--- src/plqm_pkg.sv ---
`default_nettype none
package plqm_pkg;

  // Configuration register indexes
  localparam logic [1:0] CFG_SEND_PERIOD = 2'd0;
  localparam logic [1:0] CFG_WAIT_WINDOW = 2'd1;
  localparam logic [1:0] CFG_MAGIC       = 2'd2;

  // Item opcodes
  localparam logic [1:0] OP_TICK  = 2'd0;
  localparam logic [1:0] OP_REPLY = 2'd1;
  localparam logic [1:0] OP_CLEAR = 2'd2;
  localparam logic [1:0] OP_NONE  = 2'd3;

  // Register reset values and fixed constants
  localparam logic [15:0] PERIOD_RESET = 16'd550;
  localparam logic [9:0]  WINDOW_RESET = 10'd80;
  localparam logic [7:0]  MAGIC_RESET  = 8'hB4;
  localparam logic [7:0]  REPLY_KIND   = 8'd2;
  localparam logic [6:0]  PCT_SCALE    = 7'd100;
  localparam logic [15:0] SINCE_SAT    = 16'hFFFF;
  localparam logic [31:0] CNT_SAT      = 32'hFFFF_FFFF;

  // Dividend ok*100 spans 39 bits
  localparam int unsigned DIVIDEND_W = 39;

  // One result item, last field in the lowest bits
  typedef struct packed {
    logic [6:0]  quality_pct;
    logic [9:0]  latency_best;
    logic [9:0]  latency_last;
    logic [31:0] ok_total;
    logic [31:0] sent_total;
    logic        waiting;
    logic        reply_ok;
    logic [31:0] ping_uptime;
    logic [15:0] ping_seq;
    logic        ping_send;
  } plqm_result_t;

endpackage
`default_nettype wire

--- src/ping_link_quality_monitor_unit.sv ---
`default_nettype none
// Ping link quality monitor, master side. Each input transfer is a tick, a
// received reply or a clear command (opcode on in_tuser); each produces one
// result transfer with the ping issued, the reply verdict and the running
// statistics. The monitor state updates at the accepting edge. After
// acceptance, a load state forms ok*100, a bit-serial restoring divider
// shifts in one dividend bit per cycle to produce quality_pct, and a done
// state loads the output register. One item is in work at a time; the next
// is accepted as soon as the previous result sits in the output register,
// and a stalled result holds off the next item.
module ping_link_quality_monitor_unit (
  input  wire logic        clk,
  input  wire logic        rst_n,
  // in_tdata fields from bit 0: reply_magic[7:0], reply_kind[7:0], reply_seq[15:0]
  input  wire logic        in_tvalid,
  output logic             in_tready,
  input  wire logic [31:0] in_tdata,
  // in_tuser fields from bit 0: opcode[1:0]
  input  wire logic [1:0]  in_tuser,
  // out_tdata fields from bit 0: ping_send, ping_seq[15:0], ping_uptime[31:0],
  // reply_ok, waiting, sent_total[31:0], ok_total[31:0], latency_last[9:0],
  // latency_best[9:0], quality_pct[6:0], two zero pad bits
  output logic             out_tvalid,
  input  wire logic        out_tready,
  output logic [143:0]     out_tdata,
  input  wire logic        cfg_valid,
  output logic             cfg_ready,
  input  wire logic [1:0]  cfg_index,
  input  wire logic [15:0] cfg_data
);
  import plqm_pkg::*;

  localparam logic [1:0] ST_IDLE = 2'd0;
  localparam logic [1:0] ST_LOAD = 2'd1;
  localparam logic [1:0] ST_DIV  = 2'd2;
  localparam logic [1:0] ST_DONE = 2'd3;
  localparam logic [5:0] DIV_LAST = 6'(DIVIDEND_W - 1);

  logic [1:0]  state_r, state_nxt;

  // Configuration registers
  logic [15:0] period_r;
  logic [9:0]  window_r;
  logic [7:0]  magic_r;

  // Monitor state
  logic [31:0] uptime_r, uptime_nxt;
  logic [15:0] since_r, since_nxt;
  logic        open_r, open_nxt;
  logic [9:0]  elapsed_r, elapsed_nxt;
  logic [15:0] seq_r, seq_nxt;
  logic [15:0] acc_seq_r, acc_seq_nxt;
  logic [31:0] sent_r, sent_nxt;
  logic [31:0] ok_r, ok_nxt;
  logic [9:0]  lat_last_r, lat_last_nxt;
  logic [9:0]  lat_best_r, lat_best_nxt;

  // Per-item results held while the divider runs
  logic        send_r, send_nxt;
  logic [15:0] pseq_r, pseq_nxt;
  logic [31:0] pup_r, pup_nxt;
  logic        rok_r, rok_nxt;

  // Divider
  logic [DIVIDEND_W-1:0] num_r;
  logic [31:0] rem_r;
  logic [6:0]  quo_r;
  logic        ovf_r;
  logic [5:0]  cnt_r;
  logic [32:0] rem_shift;
  logic [32:0] rem_diff;
  logic        quo_bit;

  // Output register
  logic         out_valid_r;
  plqm_result_t out_r;
  plqm_result_t res;
  logic [6:0]   pct;

  logic        in_xfer;
  logic [1:0]  op;
  logic [7:0]  rmagic, rkind;
  logic [15:0] rseq;
  logic [10:0] elapsed_inc;
  logic        reply_good;
  logic        out_load;

  assign op     = in_tuser;
  assign rmagic = in_tdata[7:0];
  assign rkind  = in_tdata[15:8];
  assign rseq   = in_tdata[31:16];

  assign in_tready  = (state_r == ST_IDLE);
  assign in_xfer    = in_tvalid && in_tready;
  assign cfg_ready  = 1'b1;
  assign out_tvalid = out_valid_r;
  assign out_tdata  = {2'b00, out_r};
  assign out_load   = (state_r == ST_DONE) && (!out_valid_r || out_tready);

  // Per-item state update
  always_comb begin
    uptime_nxt   = uptime_r;
    since_nxt    = since_r;
    open_nxt     = open_r;
    elapsed_nxt  = elapsed_r;
    seq_nxt      = seq_r;
    acc_seq_nxt  = acc_seq_r;
    sent_nxt     = sent_r;
    ok_nxt       = ok_r;
    lat_last_nxt = lat_last_r;
    lat_best_nxt = lat_best_r;
    send_nxt     = 1'b0;
    pseq_nxt     = 16'd0;
    pup_nxt      = 32'd0;
    rok_nxt      = 1'b0;
    elapsed_inc  = {1'b0, elapsed_r} + 11'd1;
    reply_good   = open_r && (rmagic == magic_r) && (rkind == REPLY_KIND) &&
                   ((rseq == seq_r) || (rseq != acc_seq_r));
    unique case (op)
      OP_TICK: begin
        uptime_nxt = uptime_r + 32'd1;
        if (since_r != SINCE_SAT) since_nxt = since_r + 16'd1;
        if (open_r) begin
          elapsed_nxt = elapsed_inc[9:0];
          if (elapsed_inc >= {1'b0, window_r}) open_nxt = 1'b0;
        end else if (since_nxt >= period_r) begin
          seq_nxt     = seq_r + 16'd1;
          since_nxt   = 16'd0;
          if (sent_r != CNT_SAT) sent_nxt = sent_r + 32'd1;
          open_nxt    = 1'b1;
          elapsed_nxt = 10'd0;
          send_nxt    = 1'b1;
          pseq_nxt    = seq_r + 16'd1;
          pup_nxt     = uptime_r + 32'd1;
        end
      end
      OP_REPLY: begin
        if (reply_good) begin
          if (ok_r != CNT_SAT) ok_nxt = ok_r + 32'd1;
          acc_seq_nxt  = rseq;
          lat_last_nxt = elapsed_r;
          if ((lat_best_r == 10'd0) || (elapsed_r < lat_best_r)) lat_best_nxt = elapsed_r;
          open_nxt     = 1'b0;
          rok_nxt      = 1'b1;
        end
      end
      OP_CLEAR: begin
        since_nxt    = SINCE_SAT;
        open_nxt     = 1'b0;
        elapsed_nxt  = 10'd0;
        seq_nxt      = 16'd0;
        acc_seq_nxt  = 16'd0;
        sent_nxt     = 32'd0;
        ok_nxt       = 32'd0;
        lat_last_nxt = 10'd0;
        lat_best_nxt = 10'd0;
      end
      OP_NONE: begin
      end
      default: begin
      end
    endcase
  end

  // One restoring division step
  always_comb begin
    rem_shift = {rem_r, num_r[DIVIDEND_W-1]};
    rem_diff  = rem_shift - {1'b0, sent_r};
    quo_bit   = !rem_diff[32];
  end

  // Sequencer
  always_comb begin
    state_nxt = state_r;
    unique case (state_r)
      ST_IDLE: if (in_xfer) state_nxt = ST_LOAD;
      ST_LOAD: state_nxt = ST_DIV;
      ST_DIV:  if (cnt_r == DIV_LAST) state_nxt = ST_DONE;
      ST_DONE: if (out_load) state_nxt = ST_IDLE;
      default: state_nxt = ST_IDLE;
    endcase
  end

  // Result assembly with clamp and empty-count case
  always_comb begin
    if (sent_r == 32'd0) pct = 7'd0;
    else if (ovf_r || (quo_r > PCT_SCALE)) pct = PCT_SCALE;
    else pct = quo_r;
    res.ping_send    = send_r;
    res.ping_seq     = pseq_r;
    res.ping_uptime  = pup_r;
    res.reply_ok     = rok_r;
    res.waiting      = open_r;
    res.sent_total   = sent_r;
    res.ok_total     = ok_r;
    res.latency_last = lat_last_r;
    res.latency_best = lat_best_r;
    res.quality_pct  = pct;
  end

  // Control and state registers
  always_ff @(posedge clk) begin
    if (!rst_n) begin
      state_r     <= ST_IDLE;
      out_valid_r <= 1'b0;
      period_r    <= PERIOD_RESET;
      window_r    <= WINDOW_RESET;
      magic_r     <= MAGIC_RESET;
      uptime_r    <= 32'd0;
      since_r     <= SINCE_SAT;
      open_r      <= 1'b0;
      elapsed_r   <= 10'd0;
      seq_r       <= 16'd0;
      acc_seq_r   <= 16'd0;
      sent_r      <= 32'd0;
      ok_r        <= 32'd0;
      lat_last_r  <= 10'd0;
      lat_best_r  <= 10'd0;
      cnt_r       <= 6'd0;
    end else begin
      state_r <= state_nxt;
      if (cfg_valid && cfg_ready) begin
        unique case (cfg_index)
          CFG_SEND_PERIOD: period_r <= cfg_data;
          CFG_WAIT_WINDOW: window_r <= cfg_data[9:0];
          CFG_MAGIC:       magic_r  <= cfg_data[7:0];
          default: begin
          end
        endcase
      end
      if (in_xfer) begin
        uptime_r   <= uptime_nxt;
        since_r    <= since_nxt;
        open_r     <= open_nxt;
        elapsed_r  <= elapsed_nxt;
        seq_r      <= seq_nxt;
        acc_seq_r  <= acc_seq_nxt;
        sent_r     <= sent_nxt;
        ok_r       <= ok_nxt;
        lat_last_r <= lat_last_nxt;
        lat_best_r <= lat_best_nxt;
      end
      if (state_r == ST_LOAD) cnt_r <= 6'd0;
      else if (state_r == ST_DIV) cnt_r <= cnt_r + 6'd1;
      if (out_load) out_valid_r <= 1'b1;
      else if (out_tready) out_valid_r <= 1'b0;
    end
  end

  // Payload registers
  always_ff @(posedge clk) begin
    if (in_xfer) begin
      send_r <= send_nxt;
      pseq_r <= pseq_nxt;
      pup_r  <= pup_nxt;
      rok_r  <= rok_nxt;
    end
    // ok*100 as ok*64 + ok*32 + ok*4
    if (state_r == ST_LOAD) begin
      num_r <= ({7'd0, ok_r} << 6) + ({7'd0, ok_r} << 5) + ({7'd0, ok_r} << 2);
      rem_r <= 32'd0;
      quo_r <= 7'd0;
      ovf_r <= 1'b0;
    end else if (state_r == ST_DIV) begin
      num_r <= {num_r[DIVIDEND_W-2:0], 1'b0};
      rem_r <= quo_bit ? rem_diff[31:0] : rem_shift[31:0];
      quo_r <= {quo_r[5:0], quo_bit};
      ovf_r <= ovf_r | quo_r[6];
    end
    if (out_load) out_r <= res;
  end

endmodule
`default_nettype wire

--- config.mk ---
export PLATFORM = sky130hd
export DESIGN_NAME = ping_link_quality_monitor_unit
export DESIGN_NICKNAME = d
export VERILOG_FILES = /design/src/plqm_pkg.sv /design/src/ping_link_quality_monitor_unit.sv
export SDC_FILE = /design/constraint.sdc
export NUM_CORES = 1
export LEC_CHECK = 0
export BUFFER_PORTS_ARGS = -buffer_cell sky130_fd_sc_hd__buf_4
export CORE_ASPECT_RATIO = 0.7
export CORE_MARGIN = 2
export CORE_UTILIZATION = 45
export CTS_BUF_LIST = sky130_fd_sc_hd__clkbuf_4 sky130_fd_sc_hd__clkbuf_8
export CTS_CLUSTER_SIZE = 16
export DETAILED_ROUTE_END_ITERATION = 10
export PLACE_DENSITY = 0.65
export SLEW_MARGIN = 25
export SYNTH_ARGS = -nofsm -noshare
export SYNTH_HDL_FRONTEND = slang
export SYNTH_SLANG_ARGS = --single-unit
--- constraint.sdc ---
create_clock -name clk -period 8.95 [get_ports clk]
set_clock_uncertainty 0.2 [all_clocks]
set_input_delay 1.3425 -clock clk [delete_from_list [all_inputs] [get_ports clk]]
set_output_delay 1.3425 -clock clk [all_outputs]
set_load 0.05 [all_outputs]
==> flow_metrics.tcl <==
set metrics [dict create \
    cp.arrival_ns 5.23 \
    outcome "finished, final reports clean" \
    first_pass_iters 5 \
    hpwl_mm 46.1 \
    drive_above_1_share_pct 14.8 \
    die_area_sq_um 59200 \
    r2r_start "since_r[3]" \
    rsz0062_at_grt "no" \
    hold_viol 0 \
    grt-ovfl-total 0 \
    combPwrFrac_pct 38.2 \
    max_freq_mhz 199 \
    slew_violations 0 \
    vias 20097 \
    end_kind "flop" \
    cts.sinks 487 \
    internal_power_mw 4.90 \
    die_w_um 290 \
    worstSetupPathType "flop to flop" \
    final_nets 2999 \
    drt-initial-drc-count 1460 \
    p_leak_nw 11.7 \
    postCtsSetupRepairBufs 0 \
    clkTransAtPathRegs_ns 0.06 \
    switching_share_pct 38.5 \
    wl_per_cell_um 18.7 \
    hp-class "flop to flop" \
    cts_tree "yes" \
    antenna_found_initial 2 \
    period_share_pct 56.2 \
    worst_slew_pin_slew_ns 0.983 \
    final.min_clock_period_ns 5.03 \
    synthCells 2580 \
    diodes 0 \
    viasPerCell 5.61 \
    reg2reg_to "pup_r[4]" \
    worstSetupStartpointType "flop" \
    worstHoldEndpoint "out_tdata[33]" \
    worst_hold_path.num_cells 0 \
    yosysUniqueCellTypes 85 \
    syn_area_per_cell_sq_um 9.98 \
    syn2layout_area_growth_pct 14.9 \
    grt_max_degree 85 \
    clk_latency_ns 0.70 \
    final_common_cell "nor2_1" \
    cts_hold_buf 0 \
    powerDensity_nw_per_um2 270 \
    switchingPower_mw 3.07 \
    clockRootBuffer "clkbuf_8" \
    slew_headroom_pct 34.4 \
    drtAntennaViolNets 0 \
    routed_wl_mm 66.8 \
    grt_pass1_wl_mm 106 \
    htree_levels 3 \
    portBuffers 200 \
    io_pins 204 \
    tns_ns 0 \
    layout_common_cells "nor2_1 (293), dfxtp_1 (258), edfxtp_1 (229)" \
    core_sq_um 56600 \
    synth_flop_cell "dfxtp_1" \
    synth_edf_count 229 \
    cts_repair_resize_count 0 \
    synth_warnings 0 \
    ys_ff_latch 487 \
    cts.path.max_buffers 3 \
    cap_violations 0 \
    num_rows 73 \
    p_seq_share_pct 36.5 \
    reg2reg_depth 17 \
    crit_fanout 47 \
    grt_pass1_vias 19269 \
    die_h_um 204 \
    hp-start "pup_r[16]" \
    peakVddDrop_uv 189 \
    ys_seq_area_share_pct 46.8 \
    gp_congestion 0.889 \
    worstPathRequired_ns 9.15 \
    track_usage_pct 22.4 \
    reg2reg_slack_ns 3.92 \
    drc 0 \
    synthArstFlopShare_pct 0 \
    setup_viol 0 \
    clockPowerShare_pct 25.3 \
    postLayoutCoreUtil_pct 52.2 \
    syn_area_sq_um 25700 \
    initial_core_util_pct 45.4 \
    cts_buffers 80 \
]
[synth_stat cells (17+ instances only)]
| master | instances | share of area (%) |
|---|---|---|
| xnor2_1 | 105 | 3.6 |
| a21oi_1 | 140 | 2.7 |
| and3_1 | 51 | 1.2 |
| and4_1 | 19 | 0.65 |
| nand2b_1 | 23 | 0.56 |
| nor2b_1 | 40 | 0.97 |
| edfxtp_1 | 229 | 27 |
| nor4_1 | 38 | 0.92 |
| nand4_1 | 44 | 1.1 |
| mux2_2 | 30 | 1.3 |
| clkbuf_1 | 84 | 1.2 |
| dfxtp_1 | 258 | 20 |
| or3_1 | 25 | 0.61 |
| a31oi_1 | 22 | 0.53 |
| o31ai_1 | 28 | 0.82 |
| and2_1 | 19 | 0.46 |
| o21a_1 | 17 | 0.50 |
| o21ai_0 | 79 | 1.5 |
| nor3_1 | 39 | 0.76 |
| nor2_1 | 295 | 4.3 |
| ha_1 | 146 | 7.1 |
| a21o_1 | 44 | 1.3 |
| xor2_1 | 92 | 3.1 |
| a311oi_1 | 22 | 0.75 |
| o211ai_1 | 19 | 0.55 |
| mux2i_1 | 59 | 2.3 |
| a41oi_1 | 19 | 0.65 |
| nand3_1 | 80 | 1.6 |
| inv_1 | 111 | 1.6 |
| a211oi_1 | 19 | 0.55 |
| nand2_1 | 203 | 3.0 |
| fa_1 | 30 | 2.3 |
[logic make-up (layout without fill, tap and decap cells)]
| logic type | after synthesis | count (layout) | share of synthesized area [%] |
|---|---|---|---|
| compound gates | 485 | 485 | 12.5 |
| xor+xnor | 199 | 199 | 6.83 |
| fa+ha+maj | 176 | 176 | 9.43 |
| buf+inv | 227 | 477 | 3.43 |
| flops | 487 | 487 | 46.8 |
| mux | 90 | 90 | 3.65 |
| other cells | 2 | 3 | 0.0292 |
| simple gates | 914 | 914 | 17.3 |
[sequential cells by signal, summed over array words and instances (netlist names), 10 cells and up]
signal	count
out_tdata	142
num_r	37
ok_r	32
pup_r	32
rem_r	32
sent_r	32
uptime_r	32
acc_seq_r	16
period_r	16
pseq_r	16
seq_r	16
since_r	16
elapsed_r	10
lat_best_r	10
lat_last_r	10
window_r	10
[per-layer routing]
| layer | wire length [um] | share of wire [%] | vias up | track usage, % |
|---|---|---|---|---|
| li1 | - | - | 9672 | - |
| met1 | 32800 | 49 | 9708 | 32.9 |
| met2 | 28400 | 43 | 590 | 33.4 |
| met3 | 4030 | 6.0 | 125 | 4.13 |
| met4 | 1550 | 2.3 | 2 | 6.57 |
| met5 | 14 | 0.021 | - | 0 |
[how the worst max path moves through the flow]
stage                            from             to  slack (ns)
after floorplan            out_tready   out_tdata[0]        0.39
after global placement    in_tdata[8]  lat_best_r[0]        3.80
after detailed placement  in_tdata[8]  lat_last_r[8]        3.81
after CTS                  since_r[3]       pup_r[4]        3.94
after global routing       since_r[3]       pup_r[2]        3.52
final                      since_r[3]       pup_r[4]        3.92
[critical path, stage by stage, from the launching register on]
cell	delay (ns)
dfxtp_1	0.48
and4_1	0.27
and3_1	0.25
nand4_1	0.19
or3_1	0.56
and4_1	0.31
and3_1	0.23
xor2_1	0.15
ha_1	0.29
a21o_1	0.16
a211oi_1	0.22
o21a_1	0.17
o211a_1	0.27
nor2_2	0.16
buf_4	0.22
nand2_1	0.08
buf_4	0.40
nor2_1	0.11
[per-stage QoR]
step	instance area [sq um]	total power [mW]	hold slack [ns]	instances	setup slack, ns
6_report	29600	7.98	0.215	3581	3.92
4_1_cts	29500	8.02	0.217	3580	3.94
2_1_floorplan	25700	5.18	0.200	2581	0.391
5_1_grt	29600	8.48	0.225	3581	3.52
3_5_place_dp	27900	5.97	0.205	3433	3.81
3_3_place_gp	27900	5.91	0.204	3433	3.80
[power groups by stage]
stage	Sequential [mW]	Combinational (mW)	Clock [mW]
2_1_floorplan	3.09	2.09	0
3_3_place_gp	2.95	2.96	0
3_5_place_dp	2.95	3.02	0
4_1_cts	2.91	3.04	2.07
5_1_grt	2.94	3.38	2.16
6_report	2.91	3.05	2.02
[final cells by class]
| class | count | area (sq um) |
|---|---|---|
| fillers | 5114 | 27100 |
| multi-input cells | 1867 | 12900 |
| flip-flops and latches | 487 | 12000 |
| repair buffers | 219 | 1670 |
| clock buffers | 115 | 1400 |
| well taps | 750 | 938 |
| inverters | 111 | 419 |
| clock inverters | 32 | 230 |
Note: power is estimated with default switching activity, not from simulation.
